--- config.mk ---
export PLATFORM = sky130hd
export DESIGN_NAME = antenna_rotator_preset_controller_core
export DESIGN_NICKNAME = d
export VERILOG_FILES = /design/src/arpc_pkg.sv /design/src/antenna_rotator_preset_controller_core.sv /design/src/arpc_ctrl.sv /design/src/arpc_dp.sv
export SDC_FILE = /design/constraint.sdc
export NUM_CORES = 1
export LEC_CHECK = 0
export ABC_AREA = 1
export BUFFER_PORTS_ARGS = -buffer_cell sky130_fd_sc_hd__buf_2
export CAP_MARGIN = 15
export CORE_UTILIZATION = 40
export CTS_CLUSTER_SIZE = 16
export DETAILED_ROUTE_END_ITERATION = 7
export PLACE_DENSITY = 0.62
export SYNTH_ARGS = -nofsm -noshare
export SYNTH_HDL_FRONTEND = slang
export SYNTH_SLANG_ARGS = --single-unit
--- constraint.sdc ---
create_clock -name clk -period 16.3 [get_ports clk]
set_input_delay 2.445 -clock clk [delete_from_list [all_inputs] [get_ports clk]]
set_output_delay 2.445 -clock clk [all_outputs]
set_load 0.05 [all_outputs]
--- src/arpc_pkg.sv ---
`timescale 1ns / 1ps
// ---------------------------------------------------------------------------
// arpc_pkg: shared definitions for the rotator preset controller
// Item kinds, register indexes, flag positions, controller states and the
// command and status groups passed between controller and datapath.
// ---------------------------------------------------------------------------
package arpc_pkg;

	typedef enum logic [2:0] {
		KIND_SAMPLE = 3'd0,
		KIND_TARGET = 3'd1,
		KIND_CW     = 3'd2,
		KIND_CCW    = 3'd3,
		KIND_STOP   = 3'd4,
		KIND_TICK   = 3'd5,
		KIND_QUERY  = 3'd6,
		KIND_SPARE  = 3'd7
	} kind_t;

	typedef enum logic [2:0] {
		REG_AD_LOW     = 3'd0,
		REG_AD_HIGH    = 3'd1,
		REG_ANG_START  = 3'd2,
		REG_ANG_STOP   = 3'd3,
		REG_OVL_NORTH  = 3'd4,
		REG_BRAKE_WAIT = 3'd5,
		REG_SETTLE     = 3'd6,
		REG_BRAKE_FIT  = 3'd7
	} reg_idx_t;

	// Mode flag positions, as in the low status bits.
	localparam int FL_CW     = 0;
	localparam int FL_CCW    = 1;
	localparam int FL_IDLE   = 2;
	localparam int FL_PRESET = 3;
	localparam int FL_NORTH  = 4;

	// Relay positions.
	localparam int RL_CW    = 0;
	localparam int RL_CCW   = 1;
	localparam int RL_BRAKE = 2;

	localparam int DIV_STEPS = 22;
	localparam int CNT_W     = $clog2(DIV_STEPS);
	localparam logic signed [15:0] HALF_TURN = 16'sd180;

	typedef enum logic [2:0] {
		ST_IDLE,
		ST_MUL,
		ST_LOAD,
		ST_DIV,
		ST_FIX,
		ST_APPLY,
		ST_OUT
	} state_t;

	typedef struct packed {
		logic capture;
		logic mul;
		logic load;
		logic step;
		logic fix;
		logic apply;
		logic emit;
	} cmd_t;

	typedef struct packed {
		logic is_sample;
		logic out_free;
	} stat_t;

endpackage

--- src/antenna_rotator_preset_controller_core.sv ---
`timescale 1ns / 1ps
// ---------------------------------------------------------------------------
// antenna_rotator_preset_controller_core: rotator preset controller top level
// Hardwired rotator control: pot samples, targets, manual moves, stops and
// tenth-second ticks in; relay drives, headings and status out.
// ---------------------------------------------------------------------------
// The block takes one item at a time and returns exactly one result item for
// each. A pot sample passes through dispatch, a multiply, a load, the
// bit-serial divider that scales the reading to degrees, a fix-up and a
// commit; every other kind commits its state change at dispatch and is then
// handed over. A new item is accepted once the previous one has been handed
// to the result register, so a waiting result does not block the next item.
// Configuration writes are always accepted and should only be made while the
// block is idle.
module antenna_rotator_preset_controller_core (
	input  logic        clk,
	input  logic        arst_n,
	// Input items.
	input  logic        s_tvalid,
	output logic        s_tready,
	input  logic [31:0] s_tdata,   // ad_sample[9:0], target_angle[25:10], zero fill
	input  logic [2:0]  s_tuser,   // kind[2:0]
	// Result items.
	output logic        m_tvalid,
	input  logic        m_tready,
	// motor_cw[0], motor_ccw[1], brake_released[2], heading_now[18:3],
	// heading_goal[34:19], status_bits[40:35], status_push[41], zero fill
	output logic [47:0] m_tdata,
	// Register writes.
	input  logic        cfg_valid,
	output logic        cfg_ready,
	input  logic [2:0]  cfg_index,
	input  logic [15:0] cfg_data
);
	import arpc_pkg::*;

	cmd_t  cmd;
	stat_t stat;

	// Registers are single flip-flop writes, so the port never stalls.
	assign cfg_ready = 1'b1;

	arpc_ctrl u_ctrl (
		.clk      (clk),
		.arst_n   (arst_n),
		.in_valid (s_tvalid),
		.stat     (stat),
		.in_ready (s_tready),
		.cmd      (cmd)
	);

	arpc_dp u_dp (
		.clk       (clk),
		.arst_n    (arst_n),
		.cmd       (cmd),
		.stat      (stat),
		.cfg_we    (cfg_valid & cfg_ready),
		.cfg_index (cfg_index),
		.cfg_data  (cfg_data),
		.in_kind   (s_tuser),
		.in_ad     (s_tdata[9:0]),
		.in_target (s_tdata[25:10]),
		.out_valid (m_tvalid),
		.out_ready (m_tready),
		.out_data  (m_tdata)
	);

endmodule

--- src/arpc_ctrl.sv ---
`timescale 1ns / 1ps
// ---------------------------------------------------------------------------
// arpc_ctrl: sequencer of the rotator preset controller
// Steps each pot sample through multiply, divide, heading fix-up, state
// update and result hand-over; other items go straight to state update.
// ---------------------------------------------------------------------------
module arpc_ctrl (
	input  logic          clk,
	input  logic          arst_n,
	input  logic          in_valid,
	input  arpc_pkg::stat_t stat,
	output logic          in_ready,
	output arpc_pkg::cmd_t  cmd
);
	import arpc_pkg::*;

	state_t state_q, state_d;
	logic [CNT_W-1:0] cnt_q, cnt_d;

	always_ff @(posedge clk or negedge arst_n) begin
		if (!arst_n) begin
			state_q <= ST_IDLE;
			cnt_q   <= '0;
		end else begin
			state_q <= state_d;
			cnt_q   <= cnt_d;
		end
	end

	always_comb begin
		state_d  = state_q;
		cnt_d    = cnt_q;
		cmd      = '0;
		in_ready = 1'b0;
		case (state_q)
			ST_IDLE: begin
				in_ready = 1'b1;
				if (in_valid) begin
					cmd.capture = 1'b1;
					state_d = ST_APPLY;
				end
			end
			ST_APPLY: begin
				if (stat.is_sample) begin
					state_d = ST_MUL;
				end else begin
					cmd.apply = 1'b1;
					state_d = ST_OUT;
				end
			end
			ST_MUL: begin
				cmd.mul = 1'b1;
				state_d = ST_LOAD;
			end
			ST_LOAD: begin
				cmd.load = 1'b1;
				cnt_d = '0;
				state_d = ST_DIV;
			end
			ST_DIV: begin
				cmd.step = 1'b1;
				cnt_d = cnt_q + 1'b1;
				if (cnt_q == CNT_W'(DIV_STEPS - 1)) begin
					state_d = ST_FIX;
				end
			end
			ST_FIX: begin
				cmd.fix = 1'b1;
				state_d = ST_OUT;
			end
			ST_OUT: begin
				// Samples commit their state change here, with the new heading.
				if (stat.out_free) begin
					cmd.apply = stat.is_sample;
					cmd.emit = 1'b1;
					state_d = ST_IDLE;
				end
			end
			default: state_d = ST_IDLE;
		endcase
	end

	a_div_len: assert property (@(posedge clk) disable iff (!arst_n)
		(state_q == ST_FIX) |-> $past(state_q) == ST_DIV && $past(cnt_q) == CNT_W'(DIV_STEPS - 1))
		else $error("divide left early");
	a_emit_free: assert property (@(posedge clk) disable iff (!arst_n)
		cmd.emit |-> stat.out_free)
		else $error("result emitted over a waiting one");
	a_ready_idle: assert property (@(posedge clk) disable iff (!arst_n)
		cmd.capture |=> state_q == ST_APPLY)
		else $error("capture not followed by dispatch");

endmodule

--- src/arpc_dp.sv ---
`timescale 1ns / 1ps
// ---------------------------------------------------------------------------
// arpc_dp: datapath of the rotator preset controller
// Configuration, heading scaling with a serial divider, mode flags, timers,
// relays and the result register.
// ---------------------------------------------------------------------------
module arpc_dp (
	input  logic          clk,
	input  logic          arst_n,
	input  arpc_pkg::cmd_t  cmd,
	output arpc_pkg::stat_t stat,
	input  logic          cfg_we,
	input  logic [2:0]    cfg_index,
	input  logic [15:0]   cfg_data,
	input  logic [2:0]    in_kind,
	input  logic [9:0]    in_ad,
	input  logic [15:0]   in_target,
	output logic          out_valid,
	input  logic          out_ready,
	output logic [47:0]   out_data
);
	import arpc_pkg::*;

	// Configuration.
	logic [9:0] ad_lo_q, ad_hi_q;
	logic signed [10:0] ang_start_q, ang_stop_q;
	logic ovl_q, fit_q;
	logic [15:0] bwait_q;
	logic [12:0] settle_q;

	always_ff @(posedge clk or negedge arst_n) begin
		if (!arst_n) begin
			ad_lo_q <= 10'd100;
			ad_hi_q <= 10'd900;
			ang_start_q <= 11'sd0;
			ang_stop_q <= 11'sd360;
			ovl_q <= 1'b0;
			bwait_q <= 16'd10;
			settle_q <= 13'd10;
			fit_q <= 1'b0;
		end else if (cfg_we) begin
			case (reg_idx_t'(cfg_index))
				REG_AD_LOW:     ad_lo_q <= cfg_data[9:0];
				REG_AD_HIGH:    ad_hi_q <= cfg_data[9:0];
				REG_ANG_START:  ang_start_q <= cfg_data[10:0];
				REG_ANG_STOP:   ang_stop_q <= cfg_data[10:0];
				REG_OVL_NORTH:  ovl_q <= cfg_data[0];
				REG_BRAKE_WAIT: bwait_q <= cfg_data;
				REG_SETTLE:     settle_q <= cfg_data[12:0];
				REG_BRAKE_FIT:  fit_q <= cfg_data[0];
				default: ;
			endcase
		end
	end

	// Captured item.
	kind_t kind_q;
	logic [9:0] ad_q;
	logic signed [15:0] tgt_in_q;

	always_ff @(posedge clk) begin
		if (cmd.capture) begin
			kind_q <= kind_t'(in_kind);
			ad_q <= in_ad;
			tgt_in_q <= in_target;
		end
	end

	// Scaling: product, restoring divide on magnitudes, sign and overlap fix.
	logic signed [10:0] sa;
	logic signed [11:0] sg;
	logic [9:0] den;
	logic signed [22:0] prod_s1;
	logic [21:0] num_q;
	logic [9:0] rem_q;
	logic qneg_q;
	logic [10:0] trial;
	logic signed [22:0] q;
	logic signed [24:0] t;
	logic signed [23:0] h;
	logic signed [15:0] heading_q, heading_d;
	logic sa_zero;

	assign sa = signed'({1'b0, ad_hi_q}) - signed'({1'b0, ad_lo_q});
	assign sg = 12'(ang_stop_q) - 12'(ang_start_q);
	assign den = sa[10] ? 10'(-sa) : sa[9:0];
	assign sa_zero = (sa == 11'sd0);
	assign trial = {rem_q, num_q[21]};

	always_ff @(posedge clk) begin
		if (cmd.mul) begin
			prod_s1 <= 23'(signed'({1'b0, ad_q}) * sg);
		end
		if (cmd.load) begin
			num_q <= prod_s1[22] ? 22'(-prod_s1) : prod_s1[21:0];
			rem_q <= '0;
			qneg_q <= prod_s1[22] ^ sa[10];
		end else if (cmd.step) begin
			if (trial >= {1'b0, den}) begin
				rem_q <= 10'(trial - {1'b0, den});
				num_q <= {num_q[20:0], 1'b1};
			end else begin
				rem_q <= trial[9:0];
				num_q <= {num_q[20:0], 1'b0};
			end
		end
	end

	always_comb begin
		q = sa_zero ? 23'sd0 : (qneg_q ? -signed'({1'b0, num_q}) : signed'({1'b0, num_q}));
		if (signed'({1'b0, ad_q, 1'b0}) > 12'(sa)) begin
			t = (25'(q) <<< 1) - 25'(sg);
		end else begin
			t = (25'(q) <<< 1) + 25'(sg);
		end
		h = 24'((t + 25'(t[24])) >>> 1);
		if (!ovl_q) begin
			h = 24'(q);
		end
		if (h > 24'sd32767) begin
			heading_d = 16'sh7FFF;
		end else if (h < -24'sd32768) begin
			heading_d = 16'sh8000;
		end else begin
			heading_d = h[15:0];
		end
	end

	// Controller state.
	logic [4:0] flags_q, flags_d;
	logic [2:0] relay_q, relay_d;
	logic signed [15:0] goal_q, goal_d, last_q, last_d;
	logic [15:0] st_t_q, st_t_d, br_t_q, br_t_d;
	logic [16:0] se_t_q, se_t_d;
	logic st_on_q, st_on_d, br_on_q, br_on_d, se_on_q, se_on_d;
	logic dir_q, dir_d;
	logic push_q, push_d;

	always_ff @(posedge clk or negedge arst_n) begin
		if (!arst_n) begin
			heading_q <= '0;
		end else if (cmd.fix) begin
			heading_q <= heading_d;
		end
	end

	always_comb begin
		logic halt, stop_hit, bdir, bnorth, btouch;
		logic [16:0] se_load;
		logic [15:0] st_load;
		flags_d = flags_q; relay_d = relay_q; goal_d = goal_q; last_d = last_q;
		st_t_d = st_t_q; br_t_d = br_t_q; se_t_d = se_t_q;
		st_on_d = st_on_q; br_on_d = br_on_q; se_on_d = se_on_q;
		dir_d = dir_q; push_d = 1'b0;
		halt = 1'b0; stop_hit = 1'b0; bdir = 1'b0; bnorth = 1'b0; btouch = 1'b0;
		se_load = {settle_q, 3'b000} + {3'b000, settle_q, 1'b0};
		st_load = fit_q ? bwait_q : 16'd0;
		case (kind_q)
			KIND_SAMPLE: begin
				halt = (ad_q == 10'd0 && flags_q[FL_PRESET])
					|| (flags_q[FL_CW] && ad_q >= ad_hi_q)
					|| (flags_q[FL_CCW] && ad_q <= ad_lo_q);
				if (!halt && flags_q[FL_PRESET]) begin
					if (flags_q[FL_IDLE]) begin
						if (ovl_q) begin
							btouch = 1'b1;
							if (heading_q >= HALF_TURN) begin
								if (goal_q >= HALF_TURN) begin
									bdir = !(goal_q > heading_q);
								end else begin
									bdir = 1'b0; bnorth = 1'b1;
								end
							end else begin
								if (goal_q >= HALF_TURN) begin
									bdir = 1'b1; bnorth = 1'b1;
								end else begin
									bdir = !(goal_q > heading_q);
								end
							end
						end else begin
							bdir = !(heading_q < goal_q);
						end
						flags_d[FL_CW] = !bdir;
						flags_d[FL_CCW] = bdir;
						flags_d[FL_IDLE] = 1'b0;
						if (btouch) begin
							flags_d[FL_NORTH] = bnorth;
						end
						relay_d[RL_CW] = !bdir;
						relay_d[RL_CCW] = bdir;
					end else if (ovl_q && flags_q[FL_NORTH]) begin
						if (flags_q[FL_CW]) begin
							stop_hit = heading_q < HALF_TURN && heading_q >= goal_q;
						end else if (flags_q[FL_CCW]) begin
							stop_hit = heading_q >= HALF_TURN && heading_q <= goal_q;
						end
					end else begin
						if (flags_q[FL_CW]) begin
							stop_hit = heading_q >= goal_q;
						end else if (flags_q[FL_CCW]) begin
							stop_hit = heading_q <= goal_q;
						end
					end
				end
				push_d = halt | stop_hit;
				halt = halt | stop_hit;
			end
			KIND_TARGET: begin
				goal_d = tgt_in_q;
				flags_d[FL_PRESET] = 1'b1;
			end
			KIND_CW, KIND_CCW: begin
				if (flags_q[FL_IDLE]) begin
					bdir = (kind_q == KIND_CCW);
					dir_d = bdir;
					if (fit_q) begin
						relay_d[RL_BRAKE] = 1'b1;
					end
					st_t_d = st_load;
					if (st_load == 16'd0) begin
						st_on_d = 1'b0;
						relay_d[RL_CW] = !bdir;
						relay_d[RL_CCW] = bdir;
					end else begin
						st_on_d = 1'b1;
					end
					flags_d[FL_IDLE] = 1'b0;
					flags_d[FL_PRESET] = 1'b0;
					flags_d[FL_CW] = flags_q[FL_CW] | !bdir;
					flags_d[FL_CCW] = flags_q[FL_CCW] | bdir;
				end
			end
			KIND_STOP: begin
				halt = flags_q[FL_CW] | flags_q[FL_CCW];
			end
			KIND_TICK: begin
				if (st_on_q) begin
					if (st_t_q > 16'd1) begin
						st_t_d = st_t_q - 16'd1;
					end else begin
						st_on_d = 1'b0;
						relay_d[RL_CW] = !dir_q;
						relay_d[RL_CCW] = dir_q;
					end
				end
				if (br_on_q) begin
					if (br_t_q > 16'd1) begin
						br_t_d = br_t_q - 16'd1;
					end else begin
						br_on_d = 1'b0;
						relay_d[RL_BRAKE] = 1'b0;
					end
				end
				if (se_on_q) begin
					if (se_t_q > 17'd1) begin
						se_t_d = se_t_q - 17'd1;
					end else begin
						se_on_d = 1'b0;
						if (!flags_q[FL_CW] && !flags_q[FL_CCW]) begin
							flags_d[FL_IDLE] = 1'b1;
						end
					end
				end
				push_d = (heading_q != last_q);
			end
			default: ;
		endcase
		if (halt) begin
			relay_d[RL_CW] = 1'b0;
			relay_d[RL_CCW] = 1'b0;
			flags_d[FL_CW] = 1'b0;
			flags_d[FL_CCW] = 1'b0;
			flags_d[FL_PRESET] = 1'b0;
			br_t_d = bwait_q;
			br_on_d = 1'b1;
			if (bwait_q == 16'd0) begin
				br_on_d = 1'b0;
				relay_d[RL_BRAKE] = 1'b0;
			end
			se_t_d = se_load;
			se_on_d = 1'b1;
			if (se_load == 17'd0) begin
				se_on_d = 1'b0;
				flags_d[FL_IDLE] = 1'b1;
			end
		end
		if (push_d) begin
			last_d = heading_q;
		end
	end

	always_ff @(posedge clk or negedge arst_n) begin
		if (!arst_n) begin
			flags_q <= 5'(1 << FL_IDLE);
			relay_q <= '0;
			goal_q <= '0;
			last_q <= '0;
			st_t_q <= '0; br_t_q <= '0; se_t_q <= '0;
			st_on_q <= 1'b0; br_on_q <= 1'b0; se_on_q <= 1'b0;
			dir_q <= 1'b0;
			push_q <= 1'b0;
		end else if (cmd.apply) begin
			flags_q <= flags_d;
			relay_q <= relay_d;
			goal_q <= goal_d;
			last_q <= last_d;
			st_t_q <= st_t_d; br_t_q <= br_t_d; se_t_q <= se_t_d;
			st_on_q <= st_on_d; br_on_q <= br_on_d; se_on_q <= se_on_d;
			dir_q <= dir_d;
			push_q <= push_d;
		end
	end

	// Result register. A sample's state change commits in the emit cycle, so
	// the result is built from the values about to be stored.
	logic out_valid_q;
	logic [47:0] out_data_q;
	logic [2:0] r_relay;
	logic [4:0] r_flags;
	logic signed [15:0] r_goal;
	logic r_push;

	assign r_relay = (cmd.apply) ? relay_d : relay_q;
	assign r_flags = (cmd.apply) ? flags_d : flags_q;
	assign r_goal  = (cmd.apply) ? goal_d : goal_q;
	assign r_push  = (cmd.apply) ? push_d : push_q;

	always_ff @(posedge clk or negedge arst_n) begin
		if (!arst_n) begin
			out_valid_q <= 1'b0;
		end else if (cmd.emit) begin
			out_valid_q <= 1'b1;
		end else if (out_ready) begin
			out_valid_q <= 1'b0;
		end
	end

	always_ff @(posedge clk) begin
		if (cmd.emit) begin
			out_data_q <= {6'd0, r_push, !ovl_q, r_flags, r_goal, heading_q,
				r_relay[RL_BRAKE], r_relay[RL_CCW], r_relay[RL_CW]};
		end
	end

	assign out_valid = out_valid_q;
	assign out_data = out_data_q;
	assign stat.is_sample = (kind_q == KIND_SAMPLE);
	assign stat.out_free = !out_valid_q || out_ready;

	a_relay_excl: assert property (@(posedge clk) disable iff (!arst_n)
		!(relay_q[RL_CW] && relay_q[RL_CCW]))
		else $error("both motor relays driven");
	a_idle_still: assert property (@(posedge clk) disable iff (!arst_n)
		flags_q[FL_IDLE] |-> !flags_q[FL_CW] && !flags_q[FL_CCW])
		else $error("idle while moving");
	a_push_change: assert property (@(posedge clk) disable iff (!arst_n)
		(cmd.apply && push_d) |=> last_q == $past(heading_q))
		else $error("pushed heading not recorded");

endmodule
==> run_results.csv <==
group,metric,value,unit
synth,synth_area_leaders,"dfrtp_1, edfxtp_1, nand2_1",
floorplan,die_width,262,µm
setup_path,startpoint,"u_dp.ad_lo_q[5]$_DFFE_PN1P_",
synth,yosysUniqueCellTypes,72,
synth,yosysTopAreaCell,"dfrtp_1",
floorplan,die_h,262,µm
setup_path,crit_fanout,29,
timing,finalClockSkew,0.0313,ns
cells_and_area,diodes,0,
timing,rsz0062_at_grt,"no",
global_route,use_met1,30.1,%
hold_path,hold_start,"u_dp.rem_q[5]$_SDFFE_PP0P_",
global_route,track_usage,20.8,%
synth,synth_top_area_share,16.3,%
floorplan,core_area,66200,µm²
synth,ys_seq_area_share,31.7,%
timing,period_needed,8.58,ns
clocking,clkSinkCount,319,
setup_path,r2r_slack,7.72,ns
global_route,grt_util_met3,2.33,%
cells_and_area,num-nets-final,3896,
placed_design,gp_congestion,0.965,
clocking,root_buffer,"clkbuf_16",
cells_and_area,fin_area,29400,µm²
timing,holdWs,0.475,ns
setup_path,crit_path_end_kind,"flip-flop",
global_route,grt_pass1_vias,21247,
hold_path,holdPathStages,2,
clocking,post_cts_resized,0,
timing,min_period_over_period,52.7,%
timing,worst_slew_pin_slew,1.17,ns
drt,drcViolationCount,0,
floorplan,pin_count,110,
hold_path,hold_class,"flip-flop to flip-flop",
synth,ys_top_cells_by_count,"nand2_1, inv_1, nor2_1",
clocking,clk_path_buf_depth,3,
timing,drv_slew,0,
setup_path,max_stage_delay,0.70,ns
clocking,clock_latency,0.56,ns
global_route,grt_start_max_net_pins,115,
global_route,grt_pass1_wl,113,mm
clocking,cts_tree,"built",
timing,setup_viol,0,
setup_path,worst_path_most_repeated_cell,"nand2_1",
synth,synth-main-ff-cell,"dfrtp_1",
drt,routedWlPerCell,16.0,µm
synth,syn_area,27000,µm²
synth,synth-seq-cells,319,
setup_path,slowest_stage,"nor3b_1",
synth,synth_most_common_cell,"nand2_1",
global_route,met2_usage,32.7,%
placed_design,dpl_cell_area,28300,µm²
clocking,path_clk_slew,0.06,ns
cells_and_area,drive_gt1_share,9.58,%
setup_path,reg2reg_from,"u_dp.ad_lo_q[5]$_DFFE_PN1P_",
timing,hold_violations,0,
timing,max_freq,0.116,GHz
timing,setup_tns,0,ns
drt,vias_per_cell,5.11,
setup_path,worstPathRequired,16.69,ns
synth,syn_area_per_cell,7.79,µm²
setup_path,cp-start-kind,"flip-flop",
setup_path,r2r_cells,41,
global_route,grt_antenna_before_repair,0,
synth,ys_async_sr_fraction,60.2,%
placed_design,hpwl,55.7,mm
clocking,cts_made_buffers,36,
synth,synth_cells,3460,
cells_and_area,syn_to_final_growth,9.16,%
floorplan,start_util,40.7,%
synth,synth_warnings,0,
clocking,htree_levels,2,
floorplan,dieArea,68500,µm²
global_route,grt-busiest-layer,"met2",
run_status,status,"completed",
job,drv_cap,0,
setup_path,crit_arrival,8.97,ns
floorplan,row_count,94,
clocking,cts_post_setup_buffers_inserted,0,
global_route,grt_overflow,0,
drt,routed_wl,70.8,mm
drt,dr.pass1.iters,5,
clocking,ctsHoldBuffers,0,
drt,first_iter_violations,1760,
drt,via_count,22538,
setup_path,path_class,"flip-flop to flip-flop",
synth,synth_edf_count,117,
drt,ant_nets,0,
placed_design,port_buffers,96,
timing,relSlewSlack,22.0,%
-- worst paths after layout --
path                                            endpoint
hold reg to reg               u_dp.rem_q[5]$_SDFFE_PP0P_
setup / recovery           u_dp.heading_q[0]$_DFFE_PN0P_
min in group asynchronous       u_dp.goal_q[9]$_DFF_PN0_
hold / removal                u_dp.rem_q[5]$_SDFFE_PP0P_
setup reg to reg           u_dp.heading_q[0]$_DFFE_PN0P_
max in group asynchronous    u_ctrl.cnt_q[3]$_DFFE_PN0P_
-- metrics by stage --
| stage | util (%) | instances | setup slack (ns) |
|---|---|---|---|
| final | 44.5 | 4414 | 7.72 |
| after global routing | 44.5 | 4414 | 6.97 |
| after CTS | 44.4 | 4413 | 7.73 |
| after detailed placement | 42.7 | 4347 | 7.80 |
| after global placement | 42.7 | 4347 | 7.88 |
| after floorplan | - | 3465 | 9.34 |
-- area by class of cell --
cell class              instances  area (µm²)
inverters                     555        2080
well taps                     864        1080
clock inverters                13         149
repair buffers                112         613
clock buffers                  53        1030
flip-flops and latches        319        8540
fillers                      6667       36800
multi-input cells            2498       15900
-- critical path: cells and delay by family (launching register included) --
family,cells,cell delay (ns)
AOI/OAI and AO/OA,7,2.02
and+or+nand+nor,26,4.01
DFF,1,0.53
buffers and inverters,5,0.85
adders and majority gates,3,0.99
-- per-layer routing --
| layer | wire length (µm) | up-vias | part of all wire (%) |
|---|---|---|---|
| met5 | 0 | - | 0 |
| met3 | 3230 | 84 | 4.6 |
| met4 | 1650 | 0 | 2.3 |
| li1 | - | 11359 | - |
| met2 | 31700 | 520 | 45 |
| met1 | 34200 | 10575 | 48 |
-- cell usage in the layout, fill, tap and decap left out, types with 12 or more instances in the layout --
cell type and n:
clkbuf_16 37, or2_2 15, o211ai_1 17, dfstp_2 16, nand4_1 49, o21ai_0 260, clkbuf_1 12, edfxtp_1 117
mux2_2 15, a21oi_2 15, nor2_1 353, nand2_2 43, ha_1 196, a21oi_1 156, xor2_1 93, buf_2 95
nor4_1 15, o22ai_1 13, dfrtp_1 176, a31oi_1 26, nand3_1 156, nor2_2 14, fa_1 119, buf_4 15
xnor2_1 38, nand2_1 704, inv_2 16, inv_1 529, nor3_1 47
-- flip-flops by register name, indices dropped and copies added, names as in the netlist, 17 cells and up --
signal	cells
u_dp.num_q	22
u_dp.se_t_q	17
u_dp.prod_s1	23
u_dp.out_data	42
-- cells by family (layout without fill, tap and decap cells) --
group	Yosys count	in the layout	share of synthesized area, %
AND/OR/NAND/NOR	1444	1444	23.3
buffers and inverters	648	733	9.34
AO/OA/AOI/OAI	581	581	12.4
flip-flops	319	319	31.7
adder cells (fa/ha/maj)	315	315	17.9
XOR/XNOR	136	136	4.68
multiplexers	15	15	0.626
other	2	7	0.0278
Power is left out: the tool's default activity adds up to more than one toggle a clock period on the data nets, which glitch-free logic cannot reach.
